$ cat config.mk
export PLATFORM = sky130hd
export DESIGN_NAME = k_way_sorted_merge
export DESIGN_NICKNAME = d
export VERILOG_FILES = /design/src/rtl/kwsm_pkg.sv /design/src/rtl/kwsm_ram.sv /design/src/rtl/kwsm_fifo.sv /design/src/rtl/kwsm_front.sv /design/src/rtl/kwsm_back.sv /design/src/rtl/k_way_sorted_merge.sv
export SDC_FILE = /design/constraint.sdc
export NUM_CORES = 2
export LEC_CHECK = 0
export BUFFER_PORTS_ARGS = -buffer_cell sky130_fd_sc_hd__buf_2
export CORE_MARGIN = 3
export CORE_UTILIZATION = 50
export DETAILED_ROUTE_END_ITERATION = 10
export MAX_ROUTING_LAYER = met4
export PLACE_DENSITY_LB_ADDON = 0.12
export SLEW_MARGIN = 15
export SYNTH_ARGS = -nofsm -noshare
export SYNTH_HDL_FRONTEND = slang
export SYNTH_SLANG_ARGS = --single-unit
$ cat constraint.sdc
create_clock -name i_clk -period 9.4 [get_ports i_clk]
set_input_delay 0.94 -clock i_clk [delete_from_list [all_inputs] [get_ports i_clk]]
set_output_delay 0.94 -clock i_clk [all_outputs]
set_load 0.1 [all_outputs]
$ cat src/rtl/kwsm_pkg.sv
// ----------------------------------------------------------------------------
// kwsm_pkg: shared types and constants of the k-way sorted merge
// Defaults, port widths, the command and result formats and the state codes
// of the merge engine.
// ----------------------------------------------------------------------------
`timescale 1ns / 1ps

package kwsm_pkg;

    localparam int MAX_LISTS_DEF    = 8;
    localparam int BUFFER_DEPTH_DEF = 8;
    localparam int KEY_WIDTH_DEF    = 32;
    localparam int QUEUE_DEPTH      = 2;

    localparam int CFG_W   = 4;
    localparam int IDX_W   = 3;
    localparam int VALUE_W = 32;

    typedef enum logic [0:0] {
        CMD_ELEM  = 1'b0,
        CMD_EMPTY = 1'b1
    } t_cmd_kind;

    typedef enum logic [2:0] {
        BK_IDLE,
        BK_ERROR,
        BK_SETTLE,
        BK_DECIDE,
        BK_FETCH
    } t_back_state;

    typedef struct packed {
        logic signed [VALUE_W-1:0] merged_value;
        logic [IDX_W-1:0]          source_list;
        logic                      run_last;
        logic                      merge_done;
        logic                      overflow_error;
    } t_result;

    function automatic int f_list_w(input int ml);
        return (ml > 1) ? $clog2(ml) : 1;
    endfunction

    function automatic int f_lcnt_w(input int ml);
        return $clog2(ml + 1);
    endfunction

    function automatic int f_store_w(input int kw);
        return (kw < VALUE_W) ? kw : VALUE_W;
    endfunction

    function automatic int f_cmd_w(input int ml, input int kw);
        return 2 + f_list_w(ml) + f_store_w(kw);
    endfunction

endpackage

$ cat src/rtl/kwsm_ram.sv
// ----------------------------------------------------------------------------
// kwsm_ram: generic simple dual-port RAM
// One write port and one read port, read data registered.
// ----------------------------------------------------------------------------
`timescale 1ns / 1ps

module kwsm_ram #(
    parameter int WIDTH = 32,
    parameter int DEPTH = 64
) (
    input  logic                                   i_clk,
    input  logic                                   i_we,
    input  logic [((DEPTH > 1) ? $clog2(DEPTH) : 1)-1:0] i_waddr,
    input  logic [WIDTH-1:0]                       i_wdata,
    input  logic [((DEPTH > 1) ? $clog2(DEPTH) : 1)-1:0] i_raddr,
    output logic [WIDTH-1:0]                       o_rdata
);

    logic [WIDTH-1:0] r_mem [DEPTH];
    logic [WIDTH-1:0] r_rdata;

    always_ff @(posedge i_clk) begin
        if (i_we) begin
            r_mem[i_waddr] <= i_wdata;
        end
        r_rdata <= r_mem[i_raddr];
    end

    assign o_rdata = r_rdata;

endmodule

$ cat src/rtl/kwsm_fifo.sv
// ----------------------------------------------------------------------------
// kwsm_fifo: small register-based queue
// Decouples the decode side from the merge engine and the engine from the
// result port.
// ----------------------------------------------------------------------------
`timescale 1ns / 1ps

module kwsm_fifo #(
    parameter int WIDTH = 8,
    parameter int DEPTH = kwsm_pkg::QUEUE_DEPTH
) (
    input  logic             i_clk,
    input  logic             i_rst_n,
    input  logic             i_push,
    input  logic [WIDTH-1:0] i_data,
    output logic             o_full,
    input  logic             i_pop,
    output logic [WIDTH-1:0] o_data,
    output logic             o_empty
);

    localparam int PTR_W = (DEPTH > 1) ? $clog2(DEPTH) : 1;
    localparam int CNT_W = $clog2(DEPTH + 1);

    logic [WIDTH-1:0] r_mem [DEPTH];
    logic [PTR_W-1:0] r_wp, n_wp, r_rp, n_rp;
    logic [CNT_W-1:0] r_cnt, n_cnt;
    logic             w_wr, w_rd;

    assign o_full  = (r_cnt == CNT_W'(DEPTH));
    assign o_empty = (r_cnt == '0);
    assign o_data  = r_mem[r_rp];
    assign w_wr    = i_push & ~o_full;
    assign w_rd    = i_pop & ~o_empty;

    always_comb begin
        n_wp  = r_wp;
        n_rp  = r_rp;
        n_cnt = r_cnt;
        if (w_wr) begin
            n_wp = (r_wp == PTR_W'(DEPTH - 1)) ? '0 : r_wp + PTR_W'(1);
        end
        if (w_rd) begin
            n_rp = (r_rp == PTR_W'(DEPTH - 1)) ? '0 : r_rp + PTR_W'(1);
        end
        if (w_wr && !w_rd) begin
            n_cnt = r_cnt + CNT_W'(1);
        end else if (w_rd && !w_wr) begin
            n_cnt = r_cnt - CNT_W'(1);
        end
    end

    always_ff @(posedge i_clk) begin
        if (!i_rst_n) begin
            r_wp  <= '0;
            r_rp  <= '0;
            r_cnt <= '0;
        end else begin
            r_wp  <= n_wp;
            r_rp  <= n_rp;
            r_cnt <= n_cnt;
        end
    end

    always_ff @(posedge i_clk) begin
        if (w_wr) begin
            r_mem[r_wp] <= i_data;
        end
    end

endmodule

$ cat src/rtl/kwsm_front.sv
// ----------------------------------------------------------------------------
// kwsm_front: input decode and configuration
// Holds the lists-in-use register, drops inputs of lists not in use and
// turns every other input into a command for the merge engine.
// ----------------------------------------------------------------------------
`timescale 1ns / 1ps

module kwsm_front #(
    parameter int MAX_LISTS = kwsm_pkg::MAX_LISTS_DEF,
    parameter int KEY_WIDTH = kwsm_pkg::KEY_WIDTH_DEF
) (
    input  logic                                  i_clk,
    input  logic                                  i_rst_n,
    input  logic                                  i_cfg_valid,
    output logic                                  o_cfg_ready,
    input  logic [kwsm_pkg::CFG_W-1:0]            i_cfg_data,
    input  logic                                  i_in_push,
    output logic                                  o_in_full,
    input  logic [kwsm_pkg::IDX_W-1:0]            i_list_index,
    input  logic signed [kwsm_pkg::VALUE_W-1:0]   i_element_value,
    input  logic                                  i_list_final,
    input  logic                                  i_list_empty,
    input  logic                                  i_cmd_full,
    output logic                                  o_cmd_push,
    output logic [kwsm_pkg::f_cmd_w(MAX_LISTS, KEY_WIDTH)-1:0] o_cmd_data,
    output logic [kwsm_pkg::f_lcnt_w(MAX_LISTS)-1:0] o_lists
);

    localparam int CFG_W   = kwsm_pkg::CFG_W;
    localparam int LIST_W  = kwsm_pkg::f_list_w(MAX_LISTS);
    localparam int LCNT_W  = kwsm_pkg::f_lcnt_w(MAX_LISTS);
    localparam int STORE_W = kwsm_pkg::f_store_w(KEY_WIDTH);

    logic [LCNT_W-1:0]   r_lists, n_lists;
    logic                w_in_use;
    kwsm_pkg::t_cmd_kind w_kind;

    assign o_cfg_ready = 1'b1;
    assign o_lists     = r_lists;
    assign o_in_full   = i_cmd_full;

    // Out-of-range settings are clamped once, when written.
    always_comb begin
        if (i_cfg_data == '0) begin
            n_lists = LCNT_W'(1);
        end else if (int'(i_cfg_data) > MAX_LISTS) begin
            n_lists = LCNT_W'(MAX_LISTS);
        end else begin
            n_lists = LCNT_W'(i_cfg_data);
        end
    end

    always_ff @(posedge i_clk) begin
        if (!i_rst_n) begin
            r_lists <= LCNT_W'(MAX_LISTS);
        end else if (i_cfg_valid && o_cfg_ready) begin
            r_lists <= n_lists;
        end
    end

    assign w_in_use   = (CFG_W'(i_list_index) < CFG_W'(r_lists));
    assign w_kind     = i_list_empty ? kwsm_pkg::CMD_EMPTY : kwsm_pkg::CMD_ELEM;
    assign o_cmd_push = i_in_push & ~i_cmd_full & w_in_use;
    assign o_cmd_data = {w_kind, i_list_index[LIST_W-1:0], i_list_final,
                         i_element_value[STORE_W-1:0]};

endmodule

$ cat src/rtl/kwsm_back.sv
// ----------------------------------------------------------------------------
// kwsm_back: merge engine
// Keeps a FIFO per list in a shared RAM with the head of each list in a
// register, picks the smallest head through a registered minimum tree and
// issues at most one result per decision and one per overflow.
// ----------------------------------------------------------------------------
`timescale 1ns / 1ps

module kwsm_back #(
    parameter int MAX_LISTS    = kwsm_pkg::MAX_LISTS_DEF,
    parameter int BUFFER_DEPTH = kwsm_pkg::BUFFER_DEPTH_DEF,
    parameter int KEY_WIDTH    = kwsm_pkg::KEY_WIDTH_DEF
) (
    input  logic                                  i_clk,
    input  logic                                  i_rst_n,
    input  logic [kwsm_pkg::f_lcnt_w(MAX_LISTS)-1:0] i_lists,
    input  logic                                  i_cmd_empty,
    input  logic [kwsm_pkg::f_cmd_w(MAX_LISTS, KEY_WIDTH)-1:0] i_cmd_data,
    output logic                                  o_cmd_pop,
    input  logic                                  i_res_full,
    output logic                                  o_res_push,
    output kwsm_pkg::t_result                     o_res_data
);

    localparam int LIST_W  = kwsm_pkg::f_list_w(MAX_LISTS);
    localparam int LCNT_W  = kwsm_pkg::f_lcnt_w(MAX_LISTS);
    localparam int STORE_W = kwsm_pkg::f_store_w(KEY_WIDTH);
    localparam int CMD_W   = kwsm_pkg::f_cmd_w(MAX_LISTS, KEY_WIDTH);
    localparam int IDX_W   = kwsm_pkg::IDX_W;
    localparam int VALUE_W = kwsm_pkg::VALUE_W;
    localparam int PTR_W   = (BUFFER_DEPTH > 1) ? $clog2(BUFFER_DEPTH) : 1;
    localparam int CNT_W   = $clog2(BUFFER_DEPTH + 1);
    localparam int SUM_W   = CNT_W + 1;
    localparam int MEM_D   = MAX_LISTS * BUFFER_DEPTH;
    localparam int ADDR_W  = (MEM_D > 1) ? $clog2(MEM_D) : 1;
    localparam int LV      = LIST_W;
    localparam int P       = 1 << LV;
    localparam int WAIT_W  = $clog2(LV + 1);

    kwsm_pkg::t_back_state r_state, n_state;

    logic [CNT_W-1:0]          r_cnt  [MAX_LISTS];
    logic [CNT_W-1:0]          n_cnt  [MAX_LISTS];
    logic [PTR_W-1:0]          r_rp   [MAX_LISTS];
    logic [PTR_W-1:0]          n_rp   [MAX_LISTS];
    logic                      r_end  [MAX_LISTS];
    logic                      n_end  [MAX_LISTS];
    logic signed [STORE_W-1:0] r_head [MAX_LISTS];
    logic signed [STORE_W-1:0] n_head [MAX_LISTS];

    logic                      r_pend, n_pend;
    logic signed [STORE_W-1:0] r_pkey, n_pkey;
    logic [LIST_W-1:0]         r_pidx, n_pidx;
    logic [WAIT_W-1:0]         r_wait, n_wait;

    logic                      w_nv [1:2*P-1];
    logic [LIST_W-1:0]         w_ni [1:2*P-1];
    logic signed [STORE_W-1:0] w_nk [1:2*P-1];
    logic                      r_nv [1:P-1];
    logic [LIST_W-1:0]         r_ni [1:P-1];
    logic signed [STORE_W-1:0] r_nk [1:P-1];

    kwsm_pkg::t_cmd_kind       w_kind;
    logic [LIST_W-1:0]         w_li;
    logic                      w_fin;
    logic signed [STORE_W-1:0] w_key;
    logic [SUM_W-1:0]          w_sum;
    logic [PTR_W-1:0]          w_slot;
    logic                      w_skip, w_full;

    logic                      w_stall, w_found, w_go, w_fetch;
    logic [LIST_W-1:0]         w_best;
    logic [PTR_W-1:0]          w_rp_nx;

    logic                      w_we;
    logic [ADDR_W-1:0]         w_waddr, w_raddr;
    logic [STORE_W-1:0]        w_rdata;

    function automatic logic [ADDR_W-1:0] f_addr(input logic [LIST_W-1:0] li,
                                                 input logic [PTR_W-1:0] slot);
        return ADDR_W'(ADDR_W'(li) * ADDR_W'(BUFFER_DEPTH)) + ADDR_W'(slot);
    endfunction

    // Command fields
    assign w_kind = kwsm_pkg::t_cmd_kind'(i_cmd_data[CMD_W-1]);
    assign w_li   = i_cmd_data[CMD_W-2 -: LIST_W];
    assign w_fin  = i_cmd_data[STORE_W];
    assign w_key  = signed'(i_cmd_data[STORE_W-1:0]);
    assign w_skip = r_end[w_li];
    assign w_full = (r_cnt[w_li] == CNT_W'(BUFFER_DEPTH));
    assign w_sum  = SUM_W'(r_rp[w_li]) + SUM_W'(r_cnt[w_li]);
    assign w_slot = (w_sum >= SUM_W'(BUFFER_DEPTH)) ? PTR_W'(w_sum - SUM_W'(BUFFER_DEPTH))
                                                    : PTR_W'(w_sum);

    // Minimum tree: leaves are the list heads, every inner node is a register.
    for (genvar l = 0; l < P; l++) begin : g_leaf
        if (l < MAX_LISTS) begin : g_used
            assign w_nv[P+l] = (LCNT_W'(l) < i_lists) && (r_cnt[l] != '0);
            assign w_nk[P+l] = r_head[l];
        end else begin : g_pad
            assign w_nv[P+l] = 1'b0;
            assign w_nk[P+l] = '0;
        end
        assign w_ni[P+l] = LIST_W'(l);
    end

    for (genvar i = 1; i < P; i++) begin : g_node
        logic w_left;

        assign w_nv[i] = r_nv[i];
        assign w_ni[i] = r_ni[i];
        assign w_nk[i] = r_nk[i];
        assign w_left  = w_nv[2*i] && (!w_nv[2*i+1] || (w_nk[2*i] <= w_nk[2*i+1]));

        always_ff @(posedge i_clk) begin
            if (!i_rst_n) begin
                r_nv[i] <= 1'b0;
            end else begin
                r_nv[i] <= w_nv[2*i] | w_nv[2*i+1];
            end
            r_ni[i] <= w_left ? w_ni[2*i] : w_ni[2*i+1];
            r_nk[i] <= w_left ? w_nk[2*i] : w_nk[2*i+1];
        end
    end

    always_comb begin
        w_stall = 1'b0;
        for (int l = 0; l < MAX_LISTS; l++) begin
            if ((LCNT_W'(l) < i_lists) && (r_cnt[l] == '0) && !r_end[l]) begin
                w_stall = 1'b1;
            end
        end
    end

    assign w_found = r_nv[1];
    assign w_best  = r_ni[1];
    assign w_go    = !r_pend || !i_res_full;
    assign w_fetch = (r_cnt[w_best] > CNT_W'(1));
    assign w_rp_nx = (r_rp[w_best] == PTR_W'(BUFFER_DEPTH - 1)) ? '0
                                                              : r_rp[w_best] + PTR_W'(1);

    // Next state
    always_comb begin
        n_state = r_state;
        unique case (r_state)
            kwsm_pkg::BK_IDLE: begin
                if (!i_cmd_empty && !w_skip) begin
                    if (w_kind == kwsm_pkg::CMD_ELEM && w_full) begin
                        n_state = kwsm_pkg::BK_ERROR;
                    end else begin
                        n_state = kwsm_pkg::BK_SETTLE;
                    end
                end
            end
            kwsm_pkg::BK_ERROR: begin
                if (!i_res_full) begin
                    n_state = kwsm_pkg::BK_IDLE;
                end
            end
            kwsm_pkg::BK_SETTLE: begin
                if (r_wait == WAIT_W'(LV - 1)) begin
                    n_state = kwsm_pkg::BK_DECIDE;
                end
            end
            kwsm_pkg::BK_DECIDE: begin
                if (w_go) begin
                    if (w_stall || !w_found) begin
                        n_state = kwsm_pkg::BK_IDLE;
                    end else if (w_fetch) begin
                        n_state = kwsm_pkg::BK_FETCH;
                    end else begin
                        n_state = kwsm_pkg::BK_SETTLE;
                    end
                end
            end
            kwsm_pkg::BK_FETCH: begin
                n_state = kwsm_pkg::BK_SETTLE;
            end
            default: begin
                n_state = kwsm_pkg::BK_IDLE;
            end
        endcase
    end

    // Outputs and datapath updates
    always_comb begin
        n_cnt      = r_cnt;
        n_rp       = r_rp;
        n_end      = r_end;
        n_head     = r_head;
        n_pend     = r_pend;
        n_pkey     = r_pkey;
        n_pidx     = r_pidx;
        n_wait     = (r_state == kwsm_pkg::BK_SETTLE) ? r_wait + WAIT_W'(1) : '0;
        o_cmd_pop  = 1'b0;
        o_res_push = 1'b0;
        o_res_data = '0;
        w_we       = 1'b0;
        w_waddr    = f_addr(w_li, w_slot);
        w_raddr    = f_addr(w_best, w_rp_nx);
        unique case (r_state)
            kwsm_pkg::BK_IDLE: begin
                if (!i_cmd_empty) begin
                    o_cmd_pop = 1'b1;
                    if (!w_skip) begin
                        if (w_kind == kwsm_pkg::CMD_EMPTY) begin
                            n_end[w_li] = 1'b1;
                        end else if (w_full) begin
                            n_end[w_li] = w_fin;
                            n_pidx      = w_li;
                        end else begin
                            w_we        = 1'b1;
                            n_cnt[w_li] = r_cnt[w_li] + CNT_W'(1);
                            n_end[w_li] = w_fin;
                            if (r_cnt[w_li] == '0) begin
                                n_head[w_li] = w_key;
                            end
                        end
                    end
                end
            end
            kwsm_pkg::BK_ERROR: begin
                o_res_push                = 1'b1;
                o_res_data.source_list    = IDX_W'(r_pidx);
                o_res_data.run_last       = 1'b1;
                o_res_data.overflow_error = 1'b1;
            end
            kwsm_pkg::BK_SETTLE: begin
            end
            kwsm_pkg::BK_DECIDE: begin
                // The held result is released once the next decision shows
                // whether it ends the run or the whole merge.
                o_res_push              = r_pend;
                o_res_data.merged_value = VALUE_W'(r_pkey);
                o_res_data.source_list  = IDX_W'(r_pidx);
                o_res_data.run_last     = w_stall || !w_found;
                o_res_data.merge_done   = !w_stall && !w_found;
                if (w_go) begin
                    if (w_stall) begin
                        n_pend = 1'b0;
                    end else if (!w_found) begin
                        n_pend = 1'b0;
                        for (int l = 0; l < MAX_LISTS; l++) begin
                            n_cnt[l] = '0;
                            n_rp[l]  = '0;
                            n_end[l] = 1'b0;
                        end
                    end else begin
                        n_pend         = 1'b1;
                        n_pkey         = r_nk[1];
                        n_pidx         = w_best;
                        n_rp[w_best]   = w_rp_nx;
                        n_cnt[w_best]  = r_cnt[w_best] - CNT_W'(1);
                    end
                end
            end
            kwsm_pkg::BK_FETCH: begin
                n_head[r_pidx] = signed'(w_rdata);
            end
            default: begin
            end
        endcase
    end

    always_ff @(posedge i_clk) begin
        if (!i_rst_n) begin
            r_state <= kwsm_pkg::BK_IDLE;
            r_pend  <= 1'b0;
            r_wait  <= '0;
            for (int l = 0; l < MAX_LISTS; l++) begin
                r_cnt[l] <= '0;
                r_rp[l]  <= '0;
                r_end[l] <= 1'b0;
            end
        end else begin
            r_state <= n_state;
            r_pend  <= n_pend;
            r_wait  <= n_wait;
            r_cnt   <= n_cnt;
            r_rp    <= n_rp;
            r_end   <= n_end;
        end
    end

    always_ff @(posedge i_clk) begin
        r_head <= n_head;
        r_pkey <= n_pkey;
        r_pidx <= n_pidx;
    end

    kwsm_ram #(
        .WIDTH (STORE_W),
        .DEPTH (MEM_D)
    ) u_store (
        .i_clk   (i_clk),
        .i_we    (w_we),
        .i_waddr (w_waddr),
        .i_wdata (w_key),
        .i_raddr (w_raddr),
        .o_rdata (w_rdata)
    );

endmodule

$ cat src/rtl/k_way_sorted_merge.sv
// ----------------------------------------------------------------------------
// k_way_sorted_merge: merge of up to MAX_LISTS ascending lists into one stream
// An accepted item is dispatched to the merge engine from the command queue;
// each merged result is chosen through the registered minimum tree, with a
// buffer RAM read after it when its list still holds further elements. A
// result reaches the outputs through the registers of the result queue.
// Reset (synchronous) empties both queues, clears counts, read pointers and
// end flags and sets lists_in_use to MAX_LISTS; the element RAM is not cleared.
// ----------------------------------------------------------------------------
`timescale 1ns / 1ps

module k_way_sorted_merge #(
    parameter int MAX_LISTS    = kwsm_pkg::MAX_LISTS_DEF,
    parameter int BUFFER_DEPTH = kwsm_pkg::BUFFER_DEPTH_DEF,
    parameter int KEY_WIDTH    = kwsm_pkg::KEY_WIDTH_DEF
) (
    input  logic                                i_clk,
    input  logic                                i_rst_n,
    input  logic                                i_cfg_valid,
    output logic                                o_cfg_ready,
    input  logic [kwsm_pkg::CFG_W-1:0]          i_cfg_data,
    input  logic                                push,
    output logic                                full,
    input  logic [kwsm_pkg::IDX_W-1:0]          i_list_index,
    input  logic signed [kwsm_pkg::VALUE_W-1:0] i_element_value,
    input  logic                                i_list_final,
    input  logic                                i_list_empty,
    output logic                                empty,
    input  logic                                pop,
    output logic signed [kwsm_pkg::VALUE_W-1:0] o_merged_value,
    output logic [kwsm_pkg::IDX_W-1:0]          o_source_list,
    output logic                                o_run_last,
    output logic                                o_merge_done,
    output logic                                o_overflow_error
);

    localparam int CMD_W  = kwsm_pkg::f_cmd_w(MAX_LISTS, KEY_WIDTH);
    localparam int LCNT_W = kwsm_pkg::f_lcnt_w(MAX_LISTS);
    localparam int RES_W  = $bits(kwsm_pkg::t_result);

    logic              w_cmd_push, w_cmd_full, w_cmd_pop, w_cmd_empty;
    logic [CMD_W-1:0]  w_cmd_in, w_cmd_out;
    logic [LCNT_W-1:0] w_lists;
    logic              w_res_push, w_res_full;
    kwsm_pkg::t_result w_res_in, w_res_out;
    logic [RES_W-1:0]  w_res_flat;

    kwsm_front #(
        .MAX_LISTS (MAX_LISTS),
        .KEY_WIDTH (KEY_WIDTH)
    ) u_front (
        .i_clk           (i_clk),
        .i_rst_n         (i_rst_n),
        .i_cfg_valid     (i_cfg_valid),
        .o_cfg_ready     (o_cfg_ready),
        .i_cfg_data      (i_cfg_data),
        .i_in_push       (push),
        .o_in_full       (full),
        .i_list_index    (i_list_index),
        .i_element_value (i_element_value),
        .i_list_final    (i_list_final),
        .i_list_empty    (i_list_empty),
        .i_cmd_full      (w_cmd_full),
        .o_cmd_push      (w_cmd_push),
        .o_cmd_data      (w_cmd_in),
        .o_lists         (w_lists)
    );

    kwsm_fifo #(
        .WIDTH (CMD_W),
        .DEPTH (kwsm_pkg::QUEUE_DEPTH)
    ) u_cmd_q (
        .i_clk   (i_clk),
        .i_rst_n (i_rst_n),
        .i_push  (w_cmd_push),
        .i_data  (w_cmd_in),
        .o_full  (w_cmd_full),
        .i_pop   (w_cmd_pop),
        .o_data  (w_cmd_out),
        .o_empty (w_cmd_empty)
    );

    kwsm_back #(
        .MAX_LISTS    (MAX_LISTS),
        .BUFFER_DEPTH (BUFFER_DEPTH),
        .KEY_WIDTH    (KEY_WIDTH)
    ) u_back (
        .i_clk       (i_clk),
        .i_rst_n     (i_rst_n),
        .i_lists     (w_lists),
        .i_cmd_empty (w_cmd_empty),
        .i_cmd_data  (w_cmd_out),
        .o_cmd_pop   (w_cmd_pop),
        .i_res_full  (w_res_full),
        .o_res_push  (w_res_push),
        .o_res_data  (w_res_in)
    );

    kwsm_fifo #(
        .WIDTH (RES_W),
        .DEPTH (kwsm_pkg::QUEUE_DEPTH)
    ) u_res_q (
        .i_clk   (i_clk),
        .i_rst_n (i_rst_n),
        .i_push  (w_res_push),
        .i_data  (w_res_in),
        .o_full  (w_res_full),
        .i_pop   (pop),
        .o_data  (w_res_flat),
        .o_empty (empty)
    );

    assign w_res_out        = kwsm_pkg::t_result'(w_res_flat);
    assign o_merged_value   = w_res_out.merged_value;
    assign o_source_list    = w_res_out.source_list;
    assign o_run_last       = w_res_out.run_last;
    assign o_merge_done     = w_res_out.merge_done;
    assign o_overflow_error = w_res_out.overflow_error;

endmodule
Word level (Yosys, flattened, before mapping)
Memories as Yosys holds them, arrays and structs flattened. A register that Yosys moved wholly into a read port is not among the register bits.
Index checks and enable logic that the tools add are counted.
- output and inout bits: 41
- bits in writable memories: 2450
- bits in registers: 341
- word-level logic and storage cells: 390
- memories: 6
- bits of input ports: 46
- memory list (name ; words ; bits a word ; rd ports ; clocked after Yosys merged registers in ; write ports ; RTL line ; source):
    u_back.u_store.r_mem ; 64 ; 32 ; 1 ; 1 ; 1 ; kwsm_ram.sv:19 ; logic [WIDTH-1:0] r_mem [DEPTH];
    u_back.r_nk ; 7 ; 32 ; 7 ; 1 ; 7 ; kwsm_back.sv:61 ; logic signed [STORE_W-1:0] r_nk [1:P-1];
    u_res_q.r_mem ; 2 ; 38 ; 1 ; 1 ; 1 ; kwsm_fifo.sv:25 ; logic [WIDTH-1:0] r_mem [DEPTH];
    u_cmd_q.r_mem ; 2 ; 37 ; 1 ; 1 ; 1 ; kwsm_fifo.sv:25 ;
    u_back.r_ni ; 7 ; 3 ; 7 ; 0 ; 7 ; kwsm_back.sv:60 ; logic [LIST_W-1:0] r_ni [1:P-1];
    u_back.r_nv ; 7 ; 1 ; 7 ; 0 ; 7 ; kwsm_back.sv:59 ; logic r_nv [1:P-1];
- add/sub/neg operators: 16
- reductions and logical operators: 109
- muxes and demuxes: 139
- eq/ne operators: 22
- order comparisons: 25
- bitwise operators: 30
- operator list (kind ; number):
    $mux W256 ; 5
    $mux W32 ; 17
    $bwmux W256 ; 2
    $pmux W256 S2 ; 1
    $le A32 B32 Y1 ; 7
    $demux W32 S3 ; 2
    $mux W3 ; 23
    $bwmux W32 ; 2
    $pmux W32 S2 ; 1
    $mux W1 ; 50
    $mux W8 ; 6
    $logic_and A1 B1 Y1 ; 41
    $logic_not A4 Y1 ; 10
    $mux W4 ; 8
    $reduce_bool A4 Y1 ; 8
    $logic_not A1 Y1 ; 25
    $bmux W4 S3 ; 2
    $bwmux W24 ; 1
    $demux W4 S3 ; 2
    $mux W24 ; 1
    $bmux W3 S3 ; 2
    $lt A3 B4 Y1 const A ; 4
    $pmux W8 S2 ; 1
    $pmux W3 S5 ; 1
    47 further kinds ; 119

Depth between registers and ports, before layout
- word-level depth: 15
- mapped depth: 19
- gate-level depth less buffers: 12

Cells and area by module
Synthesis repeated with hierarchy kept, for this count alone.
- cells, all modules: 6613
- area, all modules: 116011.3 um^2
- modules (own cells, without submodules) (module ; seq. area each (um^2) ; times used ; cells each ; area each (um^2)):
    kwsm_ram ; 62139.6 ; 1 ; 3511 ; 79039.6
    kwsm_back ; 14984.4 ; 1 ; 2749 ; 30566.8
    kwsm_fifo (u_res_q) ; 2382.3 ; 1 ; 143 ; 2971.6
    kwsm_fifo (u_cmd_q) ; 2322.2 ; 1 ; 140 ; 2900.3
    kwsm_front ; 80.1 ; 1 ; 70 ; 533.0

Worst setup path before layout
Ideal clock, no wire load.
- path kind: reg2reg
- start: reg (tool-made name)
- end: mem u_back.u_store.r_mem[20][0] (netlist: u_back.u_store.r_mem[10][0]) (enable)
- buffers on the path: 4
- arrival: 5428 ps
- slack: 3511 ps
- required time: 8939 ps
- period minus slack after synthesis: 5889 ps
- setup time: 461 ps
- cell stages (with the launch flop): 14
- cells stage by stage: dfxtp_1 buf_4 mux2_4 buf_2 mux4_2 mux2i_1 inv_1 ha_1 inv_1 fa_1 or2_2 buf_1 clkbuf_1 nor3_1
- RTL lines (what ; RTL line):
    to (decl) ; kwsm_ram.sv:19

==> metrics.json <==
{
  "outcome": {
    "run_status": "finished, final reports clean"
  },
  "drt": {
    "drtPass1Iterations": 6,
    "first_iter_violations": 8098,
    "drt_drc_violations_left": 0,
    "wire_per_inst_um": 33.8,
    "viasPerCell": 6.43,
    "detail_route.wirelength_um": 331000,
    "vias": 63100,
    "postRouteAntennaNets": 0
  },
  "cts": {
    "cts-hold-fix-buffers": 0,
    "numCtsBuffers": 313,
    "cts.repair.resized": 0,
    "postCtsSetupRepairBufs": 0,
    "ctsRootBufferMaster": "clkbuf_16",
    "cts_max_path_buffers": 4,
    "tritoncts": "done",
    "cts_htree_levels": 5,
    "worstSkewPairLatency_ps": 960,
    "clock_sinks": 2847,
    "clock_pin_slew_of_the_registers_on_the_worst_case_setup_and_hold_paths_ps": 60
  },
  "worst_hold_path": {
    "hold_class": "in2reg",
    "worst_hold_path.num_cells": 1,
    "worst_case_hold_path_end_point": "u_cmd_q.r_mem[1][9]",
    "hold_start": "i_element_value[9]"
  },
  "pwr": {
    "power_report.internal_total_mw": 25.0,
    "irDropWorstVdd_mv": 0.221,
    "power.combinational.fraction": 0.232,
    "pwr-share-seq": 0.437,
    "net_switching_fraction_of_the_power": 0.301,
    "netSwitchingPower_mw": 10.8,
    "fin_total_pwr_mw": 35.8,
    "p_leak_nw": 43.4,
    "clkPwrFrac": 0.331,
    "power_per_standard_cell_area_mw_per_mm2": 278
  },
  "sta": {
    "max_slew.worst_pin.slew_ps": 1150,
    "timing.max_slew.rel_slack": 0.233,
    "hold_viol_final": 0,
    "timing.hold.ws_ps": 176,
    "clock_skew_ps": 79.1,
    "finalSetupViolations": 0,
    "fin_tns_setup_ps": 0,
    "final_min_period_over_clock_period": 0.604,
    "report.final.slew_viol_count": 0,
    "period_needed_ps": 5680,
    "timing.fmax_ghz": 0.176,
    "rsz0062_at_grt": "no",
    "worst_setup_slack_final_ps": 3720
  },
  "cells_and_area": {
    "area_grow_syn2layout_pct": 13.2,
    "final_layout_size_suffix_gt1_frac": 0.236,
    "layoutNonFillerInstCount": 9820,
    "layout.core_utilization": 0.571,
    "layout.nets": 6871,
    "layout.filler_cells": 17100,
    "post_route_standard_cell_area_excluding_fillers_mm2": 0.129
  },
  "place": {
    "place.gp.congestion": 0.926,
    "place_worst_setup_slack_ps": 3740,
    "detailedPlacementHpwl_um": 201000,
    "placement.cell_area_mm2": 0.119,
    "dp.cells": 9264,
    "portBuffers": 85
  },
  "critical_path": {
    "number_of_cells_traversed_by_the_worst_register_to_register_path": 14,
    "timing.setup.critical_path_class": "reg2reg",
    "setup.worst_path.end_class": "flop",
    "arrival_ps": 6530,
    "crit-reg2reg-capture": "u_back.u_store.o_rdata[26]",
    "highest_fanout_seen_on_the_critical_path": 33,
    "rr_startpoint": "u_back.r_ni[0][3]",
    "cp_data_required_time_ps": 10250,
    "reg_to_reg_slack_setup_ps": 3720,
    "start_kind": "flop"
  },
  "yosys": {
    "synth.yosys.warnings": 0,
    "netlist_area_mm2": 0.114,
    "synth_top_area_share": 0.656,
    "syn_avg_cell_area_um2": 18.0,
    "edff_count_synth": 2489,
    "largest_cells_by_area_after_synthesis": "edfxtp_1 (66%), mux4_2 (10%), dfxtp_1 (6.3%), ha_1 (2.6%), mux2_2 (2.1%)",
    "synth_sequential_area_ratio": 0.719,
    "synth_top_cell_by_area": "edfxtp_1",
    "syn-instance-count": 6322,
    "synth_async_sr_flop_share": 0,
    "post_synth_num_cell_types": 86,
    "ys_ff_latch": 2847,
    "ys.flop_type": "edfxtp_1",
    "synth_nets": 6605
  },
  "floorplanning": {
    "dieArea_mm2": 0.234,
    "die_height_um": 483,
    "number_of_standard_cell_rows_in_the_floorplan": 174,
    "placeableCoreArea_mm2": 0.226,
    "start_util": 0.504,
    "design.portCount": 87,
    "die_w_um": 483
  },
  "flow_run": {
    "max_cap_viol_count": 0
  },
  "global_route": {
    "grt_pass1_wl_um": 468000,
    "grt_max_degree": 106,
    "grt_util_all_layers": 0.290,
    "grt_pass1_vias": 62000,
    "antenna_found_initial": 8,
    "grt-ovfl-total": 0
  }
}
## Yosys cell counts, types with 11 or more instances
library cell and number:
a22oi_1 279, nand2_1 187, a22o_1 227, and3_1 46, o21a_1 19, nor2b_1 58, nand3_1 38, clkbuf_1 232
o221ai_1 12, dfxtp_1 358, mux2i_1 58, mux2_2 211, ha_1 236, buf_1 54, mux4_2 506, and2_1 24
buf_2 58, nand4_1 121, a21o_1 99, a21oi_1 94, nor2_1 104, nor4_1 15, o22ai_1 25, nand2b_1 20
a21boi_0 12, buf_4 19, or3_1 12, nor3_1 94, inv_1 276, o21ai_0 77, o211a_1 11, mux2_1 60
or2_1 31, edfxtp_1 2489
## worst max path at each step
stage	endpoint	cells after the start	start	slack, ps
after global routing	u_back.u_store.o_rdata[26]	14	u_back.r_ni[0][3]	3300
final	u_back.u_store.o_rdata[26]	14	u_back.r_ni[0][3]	3720
after detailed placement	u_back.u_store.o_rdata[26]	14	u_back.r_ni[0][3]	3740
after global placement	u_back.u_store.o_rdata[13]	14	u_back.r_ni[0][3]	3760
after floorplan	u_back.u_store.r_mem[10][0]	13	flop	3510
after CTS	u_back.u_store.o_rdata[13]	14	u_back.r_ni[0][3]	3770
## cell families (layout without fill, tap and decap cells)
group	count (synthesis)	after routing	share of synthesized area
AND/OR/NAND/NOR	796	796	0.0364
adder cells (fa/ha/maj)	237	237	0.0261
flip-flops	2847	2847	0.719
AO/OA/AOI/OAI	949	949	0.0622
XOR/XNOR	14	14	0.00114
other	1	8	0.0000329
buffers and inverters	639	1138	0.0223
multiplexers	839	839	0.133
## placed cells by master, fill, tap and decap left out, drive strengths merged, types with 8 or more instances in the layout
cell type and count:
o21a 19, or4 9, a21boi 12, o211ai 11
nand3 38, and3 46, nand2 187, clkinv 109
inv 285, dfxtp 358, nor4 15, o21ai 87
ha 236, nor2b 58, clkbuf 399, or3 12
buf 314, and2 30, nand2b 20, a22o 227
mux4 506, o31ai 9, or2 41, a22oi 279
bufinv 24, mux2i 60, nand4 121, o22ai 25
xnor2 8, a21oi 98, mux2 273, nor3 95
nor2 105, a21o 99, o221ai 12, edfxtp 2489
o311a 9, o211a 11
## sequential cells by signal, indices dropped and copies added, names as in the netlist, 4 cells and up, named ones only
register                flops
u_front.o_lists             4
u_back.r_rp                24
u_back.r_nv                 7
u_back.r_ni                11
u_back.r_end                8
u_back.r_nk               224
u_res_q.r_mem              76
u_back.r_head             256
u_back.r_pkey              32
u_cmd_q.r_mem              74
u_back.u_store.r_mem     2048
u_back.u_store.o_rdata     32
u_back.r_cnt               32
## power by group through the flow
stage	sequential [mW]	clock, mW	combinational, mW
after floorplan	15.5	0	5.50
after global placement	15.9	0	8.24
after detailed placement	15.9	0	8.30
after CTS	15.6	12.0	8.34
after global routing	15.7	12.5	8.82
final	15.6	11.9	8.33
## layer usage
layer | vias to the layer above | share of wire | global-route usage
met3 | 629 | 0.083 | 0.0502
met1 | 33300 | 0.40 | 0.394
li1 | 26000 | - | -
met4 | 0 | 0.038 | 0.0992
met2 | 3139 | 0.47 | 0.448
met5 | - | 0 | -
## final cells by class
class / instances / area (µm²) / area share
flip-flops and latches: 2847 / 81900 / 0.635
multi-input cells: 2836 / 30100 / 0.233
clock buffers: 399 / 8450 / 0.0656
well taps: 2992 / 3740 / 0.0290
repair buffers: 314 / 2250 / 0.0175
clock inverters: 149 / 1390 / 0.0108
inverters: 276 / 1040 / 0.00804
diodes: 7 / 17.5 / 0.000136
## worst max-delay path, cell delays in order, from the launching register on
cell and delay, ps:
dfxtp_1 760, nor2b_1 350, and2_0 480, a22oi_1 130
nand4_1 190, ha_4 150, ha_1 170, o21bai_4 380
buf_4 470, buf_4 500, buf_4 650, mux4_2 580
a22oi_1 350, nand4_1 130, or2_1 240
No activity file was read; power rests on OpenSTA's default activity.
